`src/design/ncbs_pkg.sv`:
```
package ncbs_pkg;

  // deepest brace nesting that the depth counter keeps
  localparam int unsigned MAX_DEPTH = 255;
  localparam int unsigned DEPTH_W   = $clog2(MAX_DEPTH + 1);

  localparam logic [7:0] CH_DQUOTE = 8'h22;
  localparam logic [7:0] CH_SQUOTE = 8'h27;
  localparam logic [7:0] CH_BSLASH = 8'h5c;
  localparam logic [7:0] CH_LBRACE = 8'h7b;
  localparam logic [7:0] CH_RBRACE = 8'h7d;
  localparam logic [7:0] CH_PERCENT = 8'h25;
  localparam logic [7:0] CH_LT     = 8'h3c;
  localparam logic [7:0] CH_GT     = 8'h3e;
  localparam logic [7:0] CH_SEMI   = 8'h3b;
  localparam logic [7:0] CH_SLASH  = 8'h2f;
  localparam logic [7:0] CH_STAR   = 8'h2a;
  localparam logic [7:0] CH_NL     = 8'h0a;

  typedef enum logic [3:0] {
    LX_CODE,
    LX_DQ,
    LX_DQ_ESC,
    LX_SQ,
    LX_SQ_ESC,
    LX_SLASH,
    LX_LINE,
    LX_BLOCK,
    LX_BLOCK_STAR
  } lex_state_t;

  typedef struct packed {
    lex_state_t         lex;
    logic [DEPTH_W-1:0] depth;
    logic [7:0]         last_char;
    logic               recovery_mode;
    logic               finished;
  } scan_state_t;

  typedef struct packed {
    logic [7:0] ch;
    logic       at_end;
    logic       begin_req;
    logic       recovery;
  } item_t;

  typedef struct packed {
    logic       taken;
    logic       token_end;
    logic       symbol;
    logic [7:0] nesting;
  } result_t;

  localparam scan_state_t SCAN_RESET = '{
    lex:           LX_CODE,
    depth:         '0,
    last_char:     '0,
    recovery_mode: 1'b0,
    finished:      1'b0
  };

endpackage

```
`src/design/ncbs_in_if.sv`:
```
interface ncbs_in_if;
  logic       valid;
  logic       ready;
  logic [7:0] ch;
  logic       at_end;
  logic       begin_req;
  logic       recovery;

  modport source (output valid, ch, at_end, begin_req, recovery, input ready);
  modport sink (input valid, ch, at_end, begin_req, recovery, output ready);
endinterface

```
`src/design/ncbs_out_if.sv`:
```
interface ncbs_out_if;
  logic       valid;
  logic       ready;
  logic       taken;
  logic       token_end;
  logic       symbol;
  logic [7:0] nesting;

  modport source (output valid, taken, token_end, symbol, nesting, input ready);
  modport sink (input valid, taken, token_end, symbol, nesting, output ready);
endinterface

```
`src/design/ncbs_step.sv`:
```
module ncbs_step import ncbs_pkg::*; (
  input  scan_state_t cur,
  input  item_t       it,
  output scan_state_t nxt,
  output result_t     res
);

  scan_state_t st;
  logic        ends;
  logic        take;
  logic        do_code;
  logic [7:0]  c;

  always_comb begin
    st      = cur;
    ends    = 1'b0;
    take    = 1'b0;
    do_code = 1'b0;
    c       = it.ch;

    if (it.begin_req) begin
      st               = SCAN_RESET;
      st.recovery_mode = it.recovery;
    end

    if (!st.finished) begin
      if (it.at_end) begin
        ends = 1'b1;
      end else begin
        unique case (st.lex)
          LX_DQ: begin
            if (c == CH_DQUOTE) st.lex = LX_CODE;
            else if (c == CH_BSLASH) st.lex = LX_DQ_ESC;
          end
          LX_DQ_ESC: st.lex = LX_DQ;
          LX_SQ: begin
            if (c == CH_SQUOTE) st.lex = LX_CODE;
            else if (c == CH_BSLASH) st.lex = LX_SQ_ESC;
          end
          LX_SQ_ESC: st.lex = LX_SQ;
          LX_SLASH: begin
            // a lone slash hands this character back to code context
            if (c == CH_STAR) st.lex = LX_BLOCK;
            else if (c == CH_SLASH) st.lex = LX_LINE;
            else do_code = 1'b1;
          end
          LX_LINE: begin
            if (c == CH_NL) st.lex = LX_CODE;
          end
          LX_BLOCK: begin
            if (c == CH_STAR) st.lex = LX_BLOCK_STAR;
          end
          LX_BLOCK_STAR: begin
            if (c == CH_SLASH) st.lex = LX_CODE;
            else if (c != CH_STAR) st.lex = LX_BLOCK;
          end
          default: do_code = 1'b1;
        endcase

        if (do_code) begin
          st.lex = LX_CODE;
          if (st.recovery_mode) begin
            if (c == CH_PERCENT || c == CH_SEMI) begin
              ends = 1'b1;
            end else begin
              if (c == CH_DQUOTE) st.lex = LX_DQ;
              else if (c == CH_SQUOTE) st.lex = LX_SQ;
              st.last_char = c;
            end
          end else if (c == CH_RBRACE && st.depth == '0) begin
            ends = 1'b1;
          end else begin
            case (c)
              CH_DQUOTE: st.lex = LX_DQ;
              CH_SQUOTE: st.lex = LX_SQ;
              CH_SLASH:  st.lex = LX_SLASH;
              CH_LBRACE: begin
                if (st.depth < DEPTH_W'(MAX_DEPTH)) st.depth = st.depth + DEPTH_W'(1);
              end
              CH_RBRACE: begin
                if (st.depth != '0) st.depth = st.depth - DEPTH_W'(1);
              end
              CH_PERCENT: begin
                // "<%" opens like a brace
                if (st.last_char == CH_LT && st.depth < DEPTH_W'(MAX_DEPTH))
                  st.depth = st.depth + DEPTH_W'(1);
              end
              CH_GT: begin
                // "%>" closes, floored at zero
                if (st.last_char == CH_PERCENT && st.depth != '0)
                  st.depth = st.depth - DEPTH_W'(1);
              end
              default: ;
            endcase
            st.last_char = c;
          end
        end
        take = !ends;
      end
      if (ends) st.finished = 1'b1;
    end

    nxt           = st;
    res.taken     = take;
    res.token_end = ends;
    res.symbol    = st.recovery_mode;
    res.nesting   = 8'(st.depth);
  end

endmodule

```
`src/design/nested_code_block_scanner.sv`:
```
// a request is held in the input register and moves into the result register once that register is free
// throughput: one character per cycle while the result is not stalled; the scan state is updated in the cycle
// the registered request moves into the result register
// reset: synchronous, clears the scan state and the input and result register valid bits
module nested_code_block_scanner import ncbs_pkg::*; (
  input logic        clk,
  input logic        rst,
  ncbs_in_if.sink    item,
  ncbs_out_if.source result
);

  logic        in_vld;
  item_t       in_q;
  scan_state_t st;
  scan_state_t st_next;
  logic        out_vld;
  result_t     res_q;
  result_t     res_next;
  logic        out_free;
  logic        advance;

  assign out_free   = !out_vld || result.ready;
  assign advance    = in_vld && out_free;
  assign item.ready = !in_vld || advance;

  ncbs_step u_step (
    .cur (st),
    .it  (in_q),
    .nxt (st_next),
    .res (res_next)
  );

  always_ff @(posedge clk) begin
    if (rst) begin
      in_vld  <= 1'b0;
      out_vld <= 1'b0;
      st      <= SCAN_RESET;
    end else begin
      if (item.ready) in_vld <= item.valid;
      if (advance) st <= st_next;
      if (out_free) out_vld <= in_vld;
    end
  end

  always_ff @(posedge clk) begin
    if (item.valid && item.ready) begin
      in_q.ch        <= item.ch;
      in_q.at_end    <= item.at_end;
      in_q.begin_req <= item.begin_req;
      in_q.recovery  <= item.recovery;
    end
    if (advance) res_q <= res_next;
  end

  assign result.valid     = out_vld;
  assign result.taken     = res_q.taken;
  assign result.token_end = res_q.token_end;
  assign result.symbol    = res_q.symbol;
  assign result.nesting   = res_q.nesting;

  a_excl: assert property (@(posedge clk) disable iff (rst)
    result.valid |-> !(result.taken && result.token_end))
    else $error("taken and token_end both set");

  a_hold: assert property (@(posedge clk) disable iff (rst)
    (!advance && !rst) |=> $stable(st))
    else $error("scan state moved without a request");

  a_done: assert property (@(posedge clk) disable iff (rst)
    (advance && res_next.token_end) |=> st.finished)
    else $error("token end did not mark the scan finished");

  a_after: assert property (@(posedge clk) disable iff (rst)
    (advance && st.finished && !in_q.begin_req) |=>
      (out_vld && !res_q.taken && !res_q.token_end))
    else $error("character taken after the token ended");

  a_depth: assert property (@(posedge clk) disable iff (rst)
    st.depth <= DEPTH_W'(MAX_DEPTH))
    else $error("depth above limit");

endmodule
```
`src/flat_wrapper.sv`:
```
// flat-port wrapper written by rule: the top's interface ports become plain ports
module nested_code_block_scanner_flat import ncbs_pkg::*;
  (clk, rst, item_valid, item_ch, item_at_end, item_begin_req, item_recovery, item_ready, result_valid, result_taken, result_token_end, result_symbol, result_nesting, result_ready);
  ncbs_in_if item_i ();
  ncbs_out_if result_i ();
  input logic clk;
  input logic rst;
  input wire logic [$bits(item_i.valid)-1:0] item_valid;
  input wire logic [$bits(item_i.ch)-1:0] item_ch;
  input wire logic [$bits(item_i.at_end)-1:0] item_at_end;
  input wire logic [$bits(item_i.begin_req)-1:0] item_begin_req;
  input wire logic [$bits(item_i.recovery)-1:0] item_recovery;
  output wire logic [$bits(item_i.ready)-1:0] item_ready;
  output wire logic [$bits(result_i.valid)-1:0] result_valid;
  output wire logic [$bits(result_i.taken)-1:0] result_taken;
  output wire logic [$bits(result_i.token_end)-1:0] result_token_end;
  output wire logic [$bits(result_i.symbol)-1:0] result_symbol;
  output wire logic [$bits(result_i.nesting)-1:0] result_nesting;
  input wire logic [$bits(result_i.ready)-1:0] result_ready;
  assign item_i.valid = item_valid;
  assign item_i.ch = item_ch;
  assign item_i.at_end = item_at_end;
  assign item_i.begin_req = item_begin_req;
  assign item_i.recovery = item_recovery;
  assign item_ready = item_i.ready;
  assign result_valid = result_i.valid;
  assign result_taken = result_i.taken;
  assign result_token_end = result_i.token_end;
  assign result_symbol = result_i.symbol;
  assign result_nesting = result_i.nesting;
  assign result_i.ready = result_ready;
  nested_code_block_scanner u_core (.clk(clk), .rst(rst), .item(item_i), .result(result_i));
endmodule
```
`config.mk`:
```
export PLATFORM = sky130hd
export DESIGN_NAME = nested_code_block_scanner_flat
export DESIGN_NICKNAME = d
export VERILOG_FILES = /design/src/design/ncbs_pkg.sv /design/src/design/ncbs_in_if.sv /design/src/design/ncbs_out_if.sv /design/src/design/ncbs_step.sv /design/src/design/nested_code_block_scanner.sv /design/src/flat_wrapper.sv
export SDC_FILE = /design/constraint.sdc
export NUM_CORES = 1
export LEC_CHECK = 0
export BUFFER_PORTS_ARGS = -buffer_cell sky130_fd_sc_hd__buf_2
export CORE_MARGIN = 2
export CORE_UTILIZATION = 60
export DETAILED_ROUTE_END_ITERATION = 10
export GPL_ROUTABILITY_DRIVEN = 1
export PLACE_DENSITY = 0.8
export SYNTH_ARGS = -nofsm -noshare
export SYNTH_HDL_FRONTEND = slang
export SYNTH_SLANG_ARGS = --single-unit
```
`constraint.sdc`:
```
create_clock -name clk -period 4.7 [get_ports clk]
set_clock_uncertainty 0.05 [all_clocks]
set_input_delay 0.47 -clock clk [delete_from_list [all_inputs] [get_ports clk]]
set_output_delay 0.47 -clock clk [all_outputs]
set_load 0.05 [all_outputs]
```
Word-level counts from Yosys, hierarchy flattened
Index checks and enable logic that the tools add are counted.
Cells by class
  add/subtract/negate cells: 2
  multipliers: 0
  div/mod/pow operators: 0
  magnitude comparators: 1
  equality and inequality tests: 22
  shifts and indexed selects: 0
  mux-type cells: 44
  bitwise gates (word level): 0
  reduce and logical (&&, ||, !) cells: 15
Operators by type and width (count)
  8-bit by 6-bit equality test with 1-bit output (second input constant): 9
  20-bit 2-to-1 mux: 3
  8-bit 2-to-1 mux: 7
  4-bit 2-to-1 mux: 11
  4-bit case mux with 8 select lines: 1
  8-bit case mux with 4 select lines: 1
  8-bit by 7-bit equality test with 1-bit output (second input constant): 3
  22-bit 2-to-1 mux: 1
  19-bit 2-to-1 mux: 1
  4-bit by 3-bit equality test with 1-bit output (second input constant): 4
  1-bit 2-to-1 mux: 14
  3-bit case mux with 3 select lines: 1
  8-bit by 1-bit adder with 8-bit output (second input constant): 1
  4-bit by 2-bit equality test with 1-bit output (second input constant): 2
  8-bit by 4-bit equality test with 1-bit output (second input constant): 1
  8-bit logical NOT: 1
  8-bit < comparator (second input constant): 1
  8-bit by 6-bit inequality test with 1-bit output (second input constant): 1
  8-bit nonzero test: 1
  8-bit by 1-bit subtractor with 8-bit output (second input constant): 1
  7-bit OR reduction: 1
  2-bit 2-to-1 mux: 3
  1-bit logical AND: 5
  4-bit by 1-bit equality test with 1-bit output (second input constant): 1
  5 further kinds: 9
Word-level totals
  bits in registers: 46
  bits in latches: 0
  bits in writable memories: 0
  ROM bits: 0
  input bits: 15
  memories kept: 0

Longest topological paths before layout
  depth in word-level cells: 13
  depth in mapped cells: 14
  mapped depth without buffers: 11

Hierarchy
Synthesis repeated with hierarchy kept, for this count alone.
Second synthesis, totals
  cell total of the unflattened synthesis: 371
  area, all modules: 3373.2 µm²
Modules (own cells, without submodules)
  nested_code_block_scanner: instances 1, cells an instance 128, area an instance 1755.4 µm²
  ncbs_step: instances 1, cells an instance 243, area an instance 1617.8 µm²

Least setup slack after synthesis
No wires, ideal clock.
  path type: register -> register
  from: register u_core.in_q[1] (netlist name)
  to: register u_core.res_q (netlist bit u_core.result.nesting[6]), data pin
  library setup time: 268 ps
  arrival time: 2944 ps
  path slack: 1439 ps
  stages on the path, launching flop included: 14
  period minus slack after synthesis: 3261 ps
  cells stage by stage: edfxtp_1 clkbuf_1 clkbuf_1 clkbuf_1 nor2b_1 inv_1 ha_1 nor4b_1 a22o_1 o21ai_0 o21ai_0 or3b_2 o21ai_0 o21ai_0
RTL lines
  start: declaration: line nested_code_block_scanner.sv:13  | item_t in_q;
  end signal: assignment: line nested_code_block_scanner.sv:52  | if (advance) res_q <= res_next;
  end: declaration: line nested_code_block_scanner.sv:17  | result_t res_q;

==> run_results.csv <==
group,metric,value,unit
timing,worst-slew-pin-transition,1140,ps
worst_setup_path,worstPathRequired,4790,ps
clock_tree,htree_num_levels,2,
synthesis,synth-seq-cells,46,
synthesis,async_flop_share,0,%
timing,rsz0062_at_grt,"false",
pwr,powerDensity,243,nW/µm²
clock_tree,cts_setup_buffers,0,
clock_tree,path_clk_slew,100,ps
route,drt_wl_total,8930,µm
worst_setup_path,crit_arrival,3350,ps
synthesis,synthTopCellsByCount,"nand2_1, nor2_1, a21oi_1, o21ai_0, dfxtp_1",
synthesis,syn_area_per_cell,8.32,µm²
timing,fin_crit,3260,ps
cells_and_area,layout.nets,417,
synthesis,synth.distinct_cells,72,
worst_setup_path,critical_path_class,"reg2reg",
route,wl_met1,3870,µm
synthesis,synthFlopType,"dfxtp_1",
placed_design,port-buffer-count,27,
timing,final.setup.tns,0,ps
synthesis,ys_warn_count,0,
cells_and_area,antennaDiodeCount,0,
clock_tree,cts_max_path_buffers,2,
worst_setup_path,crit_path_max_fanout,12,
cells_and_area,fin_area,3480,µm²
clock_tree,cts_resized,0,
floorplan,fp-row-count,26,
clock_tree,cts_root_buf,"clkbuf_8",
timing,slew_headroom,23.8,%
route,wl_met3,924,µm
cells_and_area,drive_gt1_share,12.7,%
synthesis,seq_area_frac_synth,35.2,%
global_route,antenna_found_initial,0,
synthesis,synth_nets,407,
synthesis,yosys.area.top_type,"edfxtp_1",
route,drt_iter0_markers,414,
clock_tree,clkSinkCount,46,
global_route,grt_max_degree,29,
route,met2_length,3900,µm
pwr,finalPower,844,µW
worst_setup_path,startpoint_type,"flop",
synthesis,syn_area,3240,µm²
floorplan,die_w,77.5,µm
timing,maxSlewViolCount,0,
synthesis,synth_edf_count,22,
route,highest_layer,"met4",
placed_design,pre_cts_slack,1520,ps
clock_tree,cts_hold_buf,0,
cells_and_area,syn_to_final_growth,7.25,%
run_status,run_status,"finished clean",
timing,finalCritPeriodShare,69.4,%
placed_design,post-dp-hpwl,6290,µm
placed_design,gp_congestion,0.993,
synthesis,netlist_top_cells_area,"edfxtp_1, dfxtp_1, nand2_1, a21oi_1, o21ai_0",
pwr,ir_worst_vdd,0.273,mV
route,drt_first_pass_iters,6,
synthesis,yosysTopAreaCellShare,20.4,%
clock_tree,cts_tree,"done",
timing,setup_slack,1440,ps
synthesis,netlist_instances,390,
clock_tree,cts_inserted_buffers,5,
job,drv_cap,0,
floorplan,core-area,5170,µm²
route,ant_nets,0,
route,drc,0,
synthesis,synthMostInstantiatedCell,"nand2_1",
route,via_per_inst,6.88,
timing,whs,282,ps
floorplan,die-height,77.5,µm
floorplan,start_util,62.7,%
timing,hold_viol,0,
timing,fmax,0.307,GHz
clock_tree,clock_latency,310,ps
global_route,grt_usage,30.2,%
global_route,gr-total-overflow,0,
worst_hold_path,hp-class,"in2reg",
route,wl_per_cell,19.0,µm
global_route,grt_pass1_vias,2822,
placed_design,place_area,3380,µm²
route,vias,3240,
floorplan,die-area,6010,µm²
worst_setup_path,cp-end-kind,"flop",
floorplan,ios,28,
timing,finalSetupViolCount,0,
global_route,grt_pass1_wl,14500,µm
pwr,leakage,1.15,nW
[critical path: stages, from the launching register on]
cell	delay [ps]
edfxtp_1	520
nor3b_1	620
nand4_1	200
o21ai_1	930
nor3_1	140
o21ai_0	290
o21ai_0	230
o21ai_0	120
[cell families (layout without fill, tap and decap cells)]
family                     count (synthesis)  after routing  share of synthesized area [%]
and+or+nand+nor                          179            179                           31.7
xor gates and xnor gates                   7              7                           1.89
adders and majority gates                  2              2                          0.771
buffers and inverters                     36             47                           4.55
DFF                                       46             46                           35.2
muxes                                      2              2                          0.617
AOI/OAI and AO/OA                        118            118                           25.3
[report_power, final]
part,leakage [nW],switching [mW],internal (mW),total (mW)
clock network,0.0467,0.153,0.110,0.263
logic,0.696,0.0841,0.0387,0.123
registers,0.407,0.0203,0.437,0.457
[final timing paths]
| check | from | to | slack (ps) | cells after the start |
|---|---|---|---|---|
| worst max-delay path | u_core.in_q[10]$_DFFE_PP_ | u_core.result.nesting[6]$_DFFE_PP_ | 1440 | 7 |
| worst min-delay path | item_ch[2] | u_core.in_q[5]$_DFFE_PP_ | 280 | 1 |
| worst max register to register | u_core.in_q[10]$_DFFE_PP_ | u_core.result.nesting[6]$_DFFE_PP_ | 1440 | 7 |
| worst min register to register | u_core.st[7]$_SDFFE_PP0P_ | u_core.st[7]$_SDFFE_PP0P_ | 450 | 2 |
[cells in the final DEF, fill, tap and decap left out, types with 9 or more instances in the layout]
cell type / instances
nand2_1: 39
nand4_1: 11
a21oi_1: 26
nor2_1: 28
nor2b_1: 14
dfxtp_1: 24
o21ai_0: 25
nor3_1: 13
nand3_1: 14
nand2b_1: 9
edfxtp_1: 22
buf_2: 27
[flip-flops by register name (all words and copies together), names as in the netlist]
register,count
u_core.st,22
u_core.in_q,11
u_core.result.nesting,8
u_core.in_vld,1
u_core.result.symbol,1
u_core.result.taken,1
u_core.result.token_end,1
u_core.result.valid,1
[cell type report]
type                       count  area [µm²]
clock inverter                 3        27.5
fill                         441        1690
sequential                    46        1140
tap                           70        87.6
clock buffer                   5        68.8
timing repair buffer          32         173
multi-input combinational    308        1950
inverter                       7        26.3
[routing by layer]
layer / global-route usage (%) / vias up
met5: 0 / -
met4: 8.93 / 0
met3: 4.42 / 35
met2: 46.3 / 219
met1: 44.2 / 1463
li1: - / 1523
[through the flow]
| step | instances | util (%) |
|---|---|---|
| CTS | 471 | 67.2 |
| floorplan | 390 | - |
| detailed placement | 463 | 65.4 |
| finish | 471 | 67.2 |
| global placement | 463 | 65.4 |
| global route | 471 | 67.2 |
Power figures use the tool's default switching activity.
